==> src/wsbd_pkg.sv <==
package wsbd_pkg;

  // Store geometry
  localparam int DEPTH        = 64;
  localparam int STOLEN_DEPTH = 64;
  localparam int MAX_RUN      = 32;
  localparam int PTR_W        = $clog2(DEPTH);
  localparam int SPTR_W       = $clog2(STOLEN_DEPTH);
  localparam int CNT_W        = 7;
  localparam int ID_W         = 16;
  localparam int RUN_W        = $clog2(MAX_RUN + 1);

  // Request modes
  localparam logic [3:0] MODE_ADD        = 4'd0;
  localparam logic [3:0] MODE_TAKE_FRONT = 4'd1;
  localparam logic [3:0] MODE_TAKE_BACK  = 4'd2;
  localparam logic [3:0] MODE_STEAL_HALF = 4'd3;
  localparam logic [3:0] MODE_REMOVE_OLD = 4'd4;
  localparam logic [3:0] MODE_REWIND     = 4'd5;
  localparam logic [3:0] MODE_PUSH_STOLE = 4'd6;
  localparam logic [3:0] MODE_POP_STOLE  = 4'd7;
  localparam logic [3:0] MODE_CLEAR      = 4'd8;

  // Result status codes
  localparam logic [1:0] ST_DONE  = 2'd0;
  localparam logic [1:0] ST_EMPTY = 2'd1;
  localparam logic [1:0] ST_FULL  = 2'd2;

  typedef logic [CNT_W-1:0] cnt_t;
  typedef logic [PTR_W-1:0] ptr_t;
  typedef logic [ID_W-1:0]  id_t;

endpackage

==> src/wsbd_ram.sv <==
module wsbd_ram #(
  parameter int WIDTH = 16,
  parameter int DEPTH = 64
) (
  input  logic                     clk,
  input  logic                     we,
  input  logic [$clog2(DEPTH)-1:0] waddr,
  input  logic [WIDTH-1:0]         wdata,
  input  logic [$clog2(DEPTH)-1:0] raddr,
  output logic [WIDTH-1:0]         rdata
);

  logic [WIDTH-1:0] mem [DEPTH];

  // Write port and registered read port
  always_ff @(posedge clk) begin
    if (we) begin
      mem[waddr] <= wdata;
    end
    rdata <= mem[raddr];
  end

endmodule

==> src/work_stealing_batch_deque.sv <==
// Timing: add, push stolen, rewind, clear and every refused request give their result
//   registered in the cycle after the transfer, and the block stays idle for the next request.
// Take front/back, remove oldest and pop stolen go through the store's registered read:
//   the store's read register and then the output register lie between transfer and result.
// Steal half streams n ids, one per cycle, through the store read port.
// Synchronous active-low reset empties list, window and stolen stack; threshold resets to 1.
module work_stealing_batch_deque
  import wsbd_pkg::*;
(
  input  logic             clk,
  input  logic             rst_n,
  input  logic             start,
  output logic             busy,
  input  logic [3:0]       in_mode,
  input  logic [ID_W-1:0]  in_batch_id,
  input  logic             cfg_we,
  input  logic [CNT_W-1:0] cfg_wdata,
  output logic             out_valid,
  output logic [1:0]       out_status,
  output logic [ID_W-1:0]  out_batch,
  output logic             out_last,
  output logic [CNT_W-1:0] out_remaining
);

  localparam logic S_IDLE = 1'b0;
  localparam logic S_RUN  = 1'b1;

  logic       state_r, state_nxt;
  ptr_t       head_r, head_nxt;
  cnt_t       list_count_r, list_count_nxt;
  cnt_t       front_r, front_nxt;
  cnt_t       back_r, back_nxt;
  cnt_t       exec_r, exec_nxt;
  cnt_t       stolen_count_r, stolen_count_nxt;
  cnt_t       thresh_r;
  logic [RUN_W-1:0] run_left_r, run_left_nxt;
  ptr_t       run_addr_r, run_addr_nxt;
  logic       src_stolen_r, src_stolen_nxt;

  logic       out_valid_r, out_valid_nxt;
  logic [1:0] out_status_r, out_status_nxt;
  id_t        out_batch_r, out_batch_nxt;
  logic       out_last_r, out_last_nxt;
  cnt_t       out_rem_r, out_rem_nxt;

  logic              b_we, s_we;
  ptr_t              b_waddr, b_raddr;
  logic [SPTR_W-1:0] s_waddr, s_raddr;
  id_t               b_rdata, s_rdata;
  logic              accept;
  cnt_t              half;
  logic [RUN_W-1:0]  steal_n;
  cnt_t              back_less_n;

  assign accept = start && (state_r == S_IDLE);
  assign busy   = (state_r == S_RUN);

  // Run length of a steal half, capped
  assign half        = exec_r >> 1;
  assign steal_n     = (half > cnt_t'(MAX_RUN)) ? RUN_W'(MAX_RUN) : RUN_W'(half);
  assign back_less_n = back_r - cnt_t'(steal_n);

  wsbd_ram #(.WIDTH(ID_W), .DEPTH(DEPTH)) u_batch_ram (
    .clk   (clk),
    .we    (b_we),
    .waddr (b_waddr),
    .wdata (in_batch_id),
    .raddr (b_raddr),
    .rdata (b_rdata)
  );

  wsbd_ram #(.WIDTH(ID_W), .DEPTH(STOLEN_DEPTH)) u_stolen_ram (
    .clk   (clk),
    .we    (s_we),
    .waddr (s_waddr),
    .wdata (in_batch_id),
    .raddr (s_raddr),
    .rdata (s_rdata)
  );

  // Decode requests, update counters, steer store ports
  always_comb begin
    state_nxt        = state_r;
    head_nxt         = head_r;
    list_count_nxt   = list_count_r;
    front_nxt        = front_r;
    back_nxt         = back_r;
    exec_nxt         = exec_r;
    stolen_count_nxt = stolen_count_r;
    run_left_nxt     = run_left_r;
    run_addr_nxt     = run_addr_r;
    src_stolen_nxt   = src_stolen_r;
    out_valid_nxt    = 1'b0;
    out_status_nxt   = ST_DONE;
    out_batch_nxt    = '0;
    out_last_nxt     = 1'b1;
    out_rem_nxt      = exec_r;
    b_we             = 1'b0;
    s_we             = 1'b0;
    b_waddr          = head_r + ptr_t'(list_count_r);
    s_waddr          = stolen_count_r[SPTR_W-1:0];
    b_raddr          = run_addr_r;
    s_raddr          = run_addr_r[SPTR_W-1:0];

    if (state_r == S_RUN) begin
      // Stream one read result per cycle, issue the next read
      out_valid_nxt = 1'b1;
      out_batch_nxt = src_stolen_r ? s_rdata : b_rdata;
      out_last_nxt  = (run_left_r == RUN_W'(1));
      run_addr_nxt  = run_addr_r + ptr_t'(1);
      run_left_nxt  = run_left_r - RUN_W'(1);
      if (run_left_r == RUN_W'(1)) begin
        state_nxt = S_IDLE;
      end
    end else if (accept) begin
      out_valid_nxt = 1'b1;
      case (in_mode)
        MODE_ADD: begin
          if (list_count_r >= cnt_t'(DEPTH)) begin
            out_status_nxt = ST_FULL;
          end else begin
            b_we           = 1'b1;
            list_count_nxt = list_count_r + cnt_t'(1);
            back_nxt       = back_r + cnt_t'(1);
            exec_nxt       = exec_r + cnt_t'(1);
          end
        end
        MODE_TAKE_FRONT: begin
          if (exec_r == '0) begin
            out_status_nxt = ST_EMPTY;
          end else begin
            b_raddr        = head_r + ptr_t'(front_r);
            front_nxt      = front_r + cnt_t'(1);
            exec_nxt       = exec_r - cnt_t'(1);
            out_valid_nxt  = 1'b0;
            state_nxt      = S_RUN;
            run_left_nxt   = RUN_W'(1);
            src_stolen_nxt = 1'b0;
          end
        end
        MODE_TAKE_BACK: begin
          if (exec_r == '0) begin
            out_status_nxt = ST_EMPTY;
          end else begin
            b_raddr        = head_r + ptr_t'(back_r - cnt_t'(1));
            back_nxt       = back_r - cnt_t'(1);
            exec_nxt       = exec_r - cnt_t'(1);
            out_valid_nxt  = 1'b0;
            state_nxt      = S_RUN;
            run_left_nxt   = RUN_W'(1);
            src_stolen_nxt = 1'b0;
          end
        end
        MODE_STEAL_HALF: begin
          if (exec_r <= thresh_r || steal_n == '0) begin
            out_status_nxt = ST_EMPTY;
          end else begin
            b_raddr        = head_r + ptr_t'(back_less_n);
            run_addr_nxt   = head_r + ptr_t'(back_less_n) + ptr_t'(1);
            back_nxt       = back_less_n;
            exec_nxt       = exec_r - cnt_t'(steal_n);
            out_valid_nxt  = 1'b0;
            state_nxt      = S_RUN;
            run_left_nxt   = steal_n;
            src_stolen_nxt = 1'b0;
          end
        end
        MODE_REMOVE_OLD: begin
          if (list_count_r == '0) begin
            out_status_nxt = ST_EMPTY;
          end else begin
            b_raddr        = head_r;
            head_nxt       = head_r + ptr_t'(1);
            list_count_nxt = list_count_r - cnt_t'(1);
            if (front_r != '0) begin
              front_nxt = front_r - cnt_t'(1);
              back_nxt  = back_r - cnt_t'(1);
            end else if (back_r != '0) begin
              back_nxt = back_r - cnt_t'(1);
              exec_nxt = exec_r - cnt_t'(1);
            end
            out_valid_nxt  = 1'b0;
            state_nxt      = S_RUN;
            run_left_nxt   = RUN_W'(1);
            src_stolen_nxt = 1'b0;
          end
        end
        MODE_REWIND: begin
          front_nxt        = '0;
          back_nxt         = list_count_r;
          exec_nxt         = list_count_r;
          stolen_count_nxt = '0;
        end
        MODE_PUSH_STOLE: begin
          if (stolen_count_r >= cnt_t'(STOLEN_DEPTH)) begin
            out_status_nxt = ST_FULL;
          end else begin
            s_we             = 1'b1;
            stolen_count_nxt = stolen_count_r + cnt_t'(1);
          end
        end
        MODE_POP_STOLE: begin
          if (stolen_count_r == '0) begin
            out_status_nxt = ST_EMPTY;
          end else begin
            s_raddr          = SPTR_W'(stolen_count_r - cnt_t'(1));
            stolen_count_nxt = stolen_count_r - cnt_t'(1);
            out_valid_nxt    = 1'b0;
            state_nxt        = S_RUN;
            run_left_nxt     = RUN_W'(1);
            src_stolen_nxt   = 1'b1;
          end
        end
        MODE_CLEAR: begin
          head_nxt       = '0;
          list_count_nxt = '0;
          front_nxt      = '0;
          back_nxt       = '0;
          exec_nxt       = '0;
        end
        default: begin
          out_status_nxt = ST_EMPTY;
        end
      endcase
      out_rem_nxt = exec_nxt;
    end
  end

  // Control state and counters
  always_ff @(posedge clk) begin
    if (!rst_n) begin
      state_r        <= S_IDLE;
      head_r         <= '0;
      list_count_r   <= '0;
      front_r        <= '0;
      back_r         <= '0;
      exec_r         <= '0;
      stolen_count_r <= '0;
      thresh_r       <= cnt_t'(1);
      run_left_r     <= '0;
      out_valid_r    <= 1'b0;
    end else begin
      state_r        <= state_nxt;
      head_r         <= head_nxt;
      list_count_r   <= list_count_nxt;
      front_r        <= front_nxt;
      back_r         <= back_nxt;
      exec_r         <= exec_nxt;
      stolen_count_r <= stolen_count_nxt;
      run_left_r     <= run_left_nxt;
      out_valid_r    <= out_valid_nxt;
      if (cfg_we) begin
        thresh_r <= cfg_wdata;
      end
    end
  end

  // Result payload and run bookkeeping
  always_ff @(posedge clk) begin
    run_addr_r   <= run_addr_nxt;
    src_stolen_r <= src_stolen_nxt;
    out_status_r <= out_status_nxt;
    out_batch_r  <= out_batch_nxt;
    out_last_r   <= out_last_nxt;
    out_rem_r    <= out_rem_nxt;
  end

  assign out_valid     = out_valid_r;
  assign out_status    = out_status_r;
  assign out_batch     = out_batch_r;
  assign out_last      = out_last_r;
  assign out_remaining = out_rem_r;

  // Window bookkeeping stays consistent
  a_exec_span: assert property (@(posedge clk) disable iff (!rst_n)
    exec_r == back_r - front_r)
    else $error("exec count differs from window span");

  a_list_bound: assert property (@(posedge clk) disable iff (!rst_n)
    list_count_r <= cnt_t'(DEPTH) && back_r <= list_count_r)
    else $error("list or window exceeds store");

  a_run_left: assert property (@(posedge clk) disable iff (!rst_n)
    busy |-> run_left_r != '0)
    else $error("busy with nothing left to stream");

  a_refused_zero: assert property (@(posedge clk) disable iff (!rst_n)
    out_valid && out_status != ST_DONE |-> out_batch == '0 && out_last)
    else $error("refused result carries an id or is not last");

  a_run_ends: assert property (@(posedge clk) disable iff (!rst_n)
    busy && run_left_r == RUN_W'(1) |=> out_valid && out_last && !busy)
    else $error("run did not end with a last result");

endmodule
==> config.mk <==
export PLATFORM = sky130hd
export DESIGN_NAME = work_stealing_batch_deque
export DESIGN_NICKNAME = d
export VERILOG_FILES = /design/src/wsbd_pkg.sv /design/src/wsbd_ram.sv /design/src/work_stealing_batch_deque.sv
export SDC_FILE = /design/constraint.sdc
export NUM_CORES = 2
export LEC_CHECK = 0
export ABC_AREA = 1
export BUFFER_PORTS_ARGS = -buffer_cell sky130_fd_sc_hd__buf_2
export CAP_MARGIN = 20
export CORE_ASPECT_RATIO = 1.4
export CORE_MARGIN = 1
export CORE_UTILIZATION = 40
export DETAILED_ROUTE_END_ITERATION = 8
export GPL_TIMING_DRIVEN = 0
export PLACE_DENSITY = 0.6
export SLEW_MARGIN = 20
export SYNTH_ARGS = -nofsm -noshare
export SYNTH_HDL_FRONTEND = slang
export SYNTH_HIERARCHICAL = 1
export SYNTH_SLANG_ARGS = --single-unit
==> constraint.sdc <==
create_clock -name clk -period 9.14 [get_ports clk]
set_clock_uncertainty 0.05 [all_clocks]
set_input_delay 1.828 -clock clk [delete_from_list [all_inputs] [get_ports clk]]
set_output_delay 1.828 -clock clk [all_outputs]
set_load 0.02 [all_outputs]
==> results.toml <==
[clocking]
hold_buffers = 0
cts_buffers = 211
clock_path_buffers = 4
clk_pin_slew_ps = 60
clkSinkCount = 2169
cts_repair_resize_count = 0
htree_levels = 4
clockRootBuffer = "clkbuf_16"
tritoncts = "built"
cts_setup_buffers = 0
clk_latency_ps = 840

[drt]
drt_iter0_markers = 6554
finalWirelength_um = 314000
drcViolationCount = 0
viasPerCell = 5.53
firstDrtPassIters = 8
wl_per_cell_um = 26.8
antenna_left = 0
num_vias = 65000

[timing]
period_minus_slack_ps = 6410
rsz0062_at_grt = "false"
finalCritPeriodShare_pct = 70.1
setup_violations = 0
worstMarginPinSlew_ps = 1130
slew_viol_final = 0
fin_ws_ps = 2730
max_freq_mhz = 156
hold_viol = 0
relSlewSlack_pct = 24.4

[power]
vdd_drop_max_uv = 175
p_total_w = 0.0207
power_leakage_nw = 38.5
cellPowerDensity_mw_per_mm2 = 198

[die]
die_h_um = 568
core_mm2 = 0.227
fp.dieArea_mm2 = 0.231
initial_utilization_pct = 40.3
pin_count = 59
num_rows = 207
die_x_um = 406

[finish]
fin_nets = 8640
final_util_pct = 46.0
drive_gt1_share_pct = 11.8
final_cell_area_mm2 = 0.105
layout_commonest_cell = "nand2_1"
area_growth_pct = 14.3
final_cell_mix = "nand2_1, edfxtp_1, nand3_1, buf_2, clkbuf_16"

[worst_setup_path]
crit_buf_inv = 6
startpoint_type = "flip-flop"
worstReg2RegEnd = "u_batch_ram/rdata[3]"
critical_path_required_ps = 9850
worst_r2r_path_depth = 22
r2r-start = "exec_r[5]"
cp-startpoint = "exec_r[5]"
cp-end-kind = "flip-flop"
cpPeakStageDelay_ps = 630
crit_arrival_ps = 7120
critPathKind = "flip-flop to flip-flop"
cp.depth = 22
cp_max_fo = 10
cp_top_family = "buffers and inverters"
cpMostUsedCell = "nand2_1"
r2r_setup_slack_ps = 2730
slowest_stage = "fa_1"
path_cells = "inv_1 > ha_1 > nand3_1 > nand2_1 > nand2_1 > inv_1 > ha_1 > inv_1 > fa_1 > inv_1 > fa_1 > xnor2_1 > a21oi_1 > o21ai_0 > clkbuf_2 > clkbuf_1 > nand3_1 > nand2_1 > nand2_1 > nand3_1 > nand3_1 > nand2_1"

[synth]
yosysWarnings = 6
ys_seq_area_share_pct = 70.0
synth-seq-cells = 2169
synthTopCellsByArea = "edfxtp_1, nand2_1, nand3_1"
synthDistinctLibCells = 55
yosysTopAreaCellShare_pct = 67.5
synth_nets = 8244
synthCells = 8141
yosysTopAreaCell = "edfxtp_1"
syn_avg_cell_area_um2 = 11.2
synth_area_mm2 = 0.0915

[place]
place_ws_ps = 2670
dp_hpwl_um = 221000
portBuffers = 58
routabilityCongestion = 0.996
placed_cell_area_mm2 = 0.0979

[min_path]
min_to = "thresh_r[1]"
min_path_cells = 2
hp-class = "flip-flop to flip-flop"
hold_start = "thresh_r[1]"

[global_routing]
grt.total_usage_pct = 26.8
grt_pass1_wl_um = 441000
antenna_found_initial = 3
grt_max_degree = 89
grt_pass1_vias = 62100
overflow = 0

[outcome]
status = "complete, no violations"

[job]
cap_violations = 0
power by group:
group	switching (W)	leakage [nW]	internal [W]	total, W
combinational	0.00102	15.9	0.000329	0.00135
sequential	0.0000195	19.4	0.0109	0.0109
clock	0.00373	3.25	0.00476	0.00849
cell usage after synthesis, drive strengths merged:
master	instances
nand4	28
o21ai	84
o211ai	6
dfxtp	114
a21oi	76
edfxtp	2055
a21boi	1
nand3b	4
nor3b	4
buf	406
a221oi	1
ha	64
o2111ai	1
o31ai	1
o32ai	1
nor3	26
o221ai	1
inv	174
a41oi	1
a22o	1
a22oi	1
xor2	30
o22ai	9
nor4	8
nor2	246
a211oi	5
fa	8
a31oi	7
nand3	1824
o21bai	2
clkbuf	59
xnor2	10
o211a	1
or2	11
nand2	2871
layer usage:
layer  wire length (um)  vias to the layer above  GRT usage [%]  part of all wire, %
met2             157000                     2951           46.5                   50
met5                  0                        -              0                    0
li1                   -                    29200              -                    -
met1             113000                    32000           31.1                   36
met3              19300                      811           2.99                  6.2
met4              25000                        0           18.0                  7.9
logic make-up (layout without fill, tap and decap cells):
logic type                 count (synthesis)  in the layout  share of synthesized area [%]
buffers and inverters                    639           1206                           3.96
other                                      0              5                              0
DFF                                     2169           2169                           70.0
xor gates and xnor gates                  40             40                          0.383
AOI/OAI and AO/OA                        199            199                           1.22
and+or+nand+nor                         5022           5022                           23.4
adders and majority gates                 72             72                           1.05
registers in the layout, summed over array words and instances, names as in the netlist, 2 cells and up:
signal	cells
back_r	7
run_addr_r	6
u_batch_ram/mem	1024
out_status	2
u_batch_ram/rdata	16
list_count_r	7
out_batch	16
thresh_r	7
head_r	6
out_remaining	7
exec_r	7
run_left_r	6
u_stolen_ram/mem	1024
front_r	7
stolen_count_r	7
u_stolen_ram/rdata	16
worst reg2reg max path, cell delays in order, from the launching register on:
cell      delay (ps)
dfxtp_1          450
inv_1            310
ha_1             200
nand3_1           90
nand2_1          100
nand2_1           70
inv_1            200
ha_1             190
inv_1             80
fa_1             630
inv_1            140
fa_1             440
xnor2_1          290
a21oi_1          130
o21ai_0          470
clkbuf_2         630
clkbuf_1         610
nand3_1          220
nand2_1          290
nand2_1          100
nand3_1          170
nand3_1          260
nand2_1          240
per-stage QoR:
| step | hold WS, ps | setup TNS (ps) | cells |
|---|---|---|---|
| 6_report | 422 | 0 | 11700 |
| 5_1_grt | 458 | 0 | 11700 |
| 4_1_cts | 432 | 0 | 11700 |
| 3_5_place_dp | 422 | 0 | 11400 |
| 3_3_place_gp | 417 | -1720 | 11200 |
| 2_1_floorplan | 381 | 0 | 8141 |
layout make-up:
class	instances	area [um^2]
diodes	5	12.5
plain buffers	465	2950
clock buffers	280	5880
clock inverters	104	739
fillers	20800	123000
inverters	174	671
multi-input cells	5333	24400
flip-flops and latches	2169	64000
well taps	3030	3790
repair buffers	183	2080
how the worst max path moves through the flow:
stage                                     endpoint
final                         u_batch_ram/rdata[3]
after global routing          u_batch_ram/rdata[5]
after CTS                     u_batch_ram/rdata[4]
after detailed placement      u_batch_ram/rdata[4]
after global placement    u_stolen_ram/mem[51][14]
after floorplan            u_stolen_ram/mem[48][0]
Power figures use the tool's default switching activity.
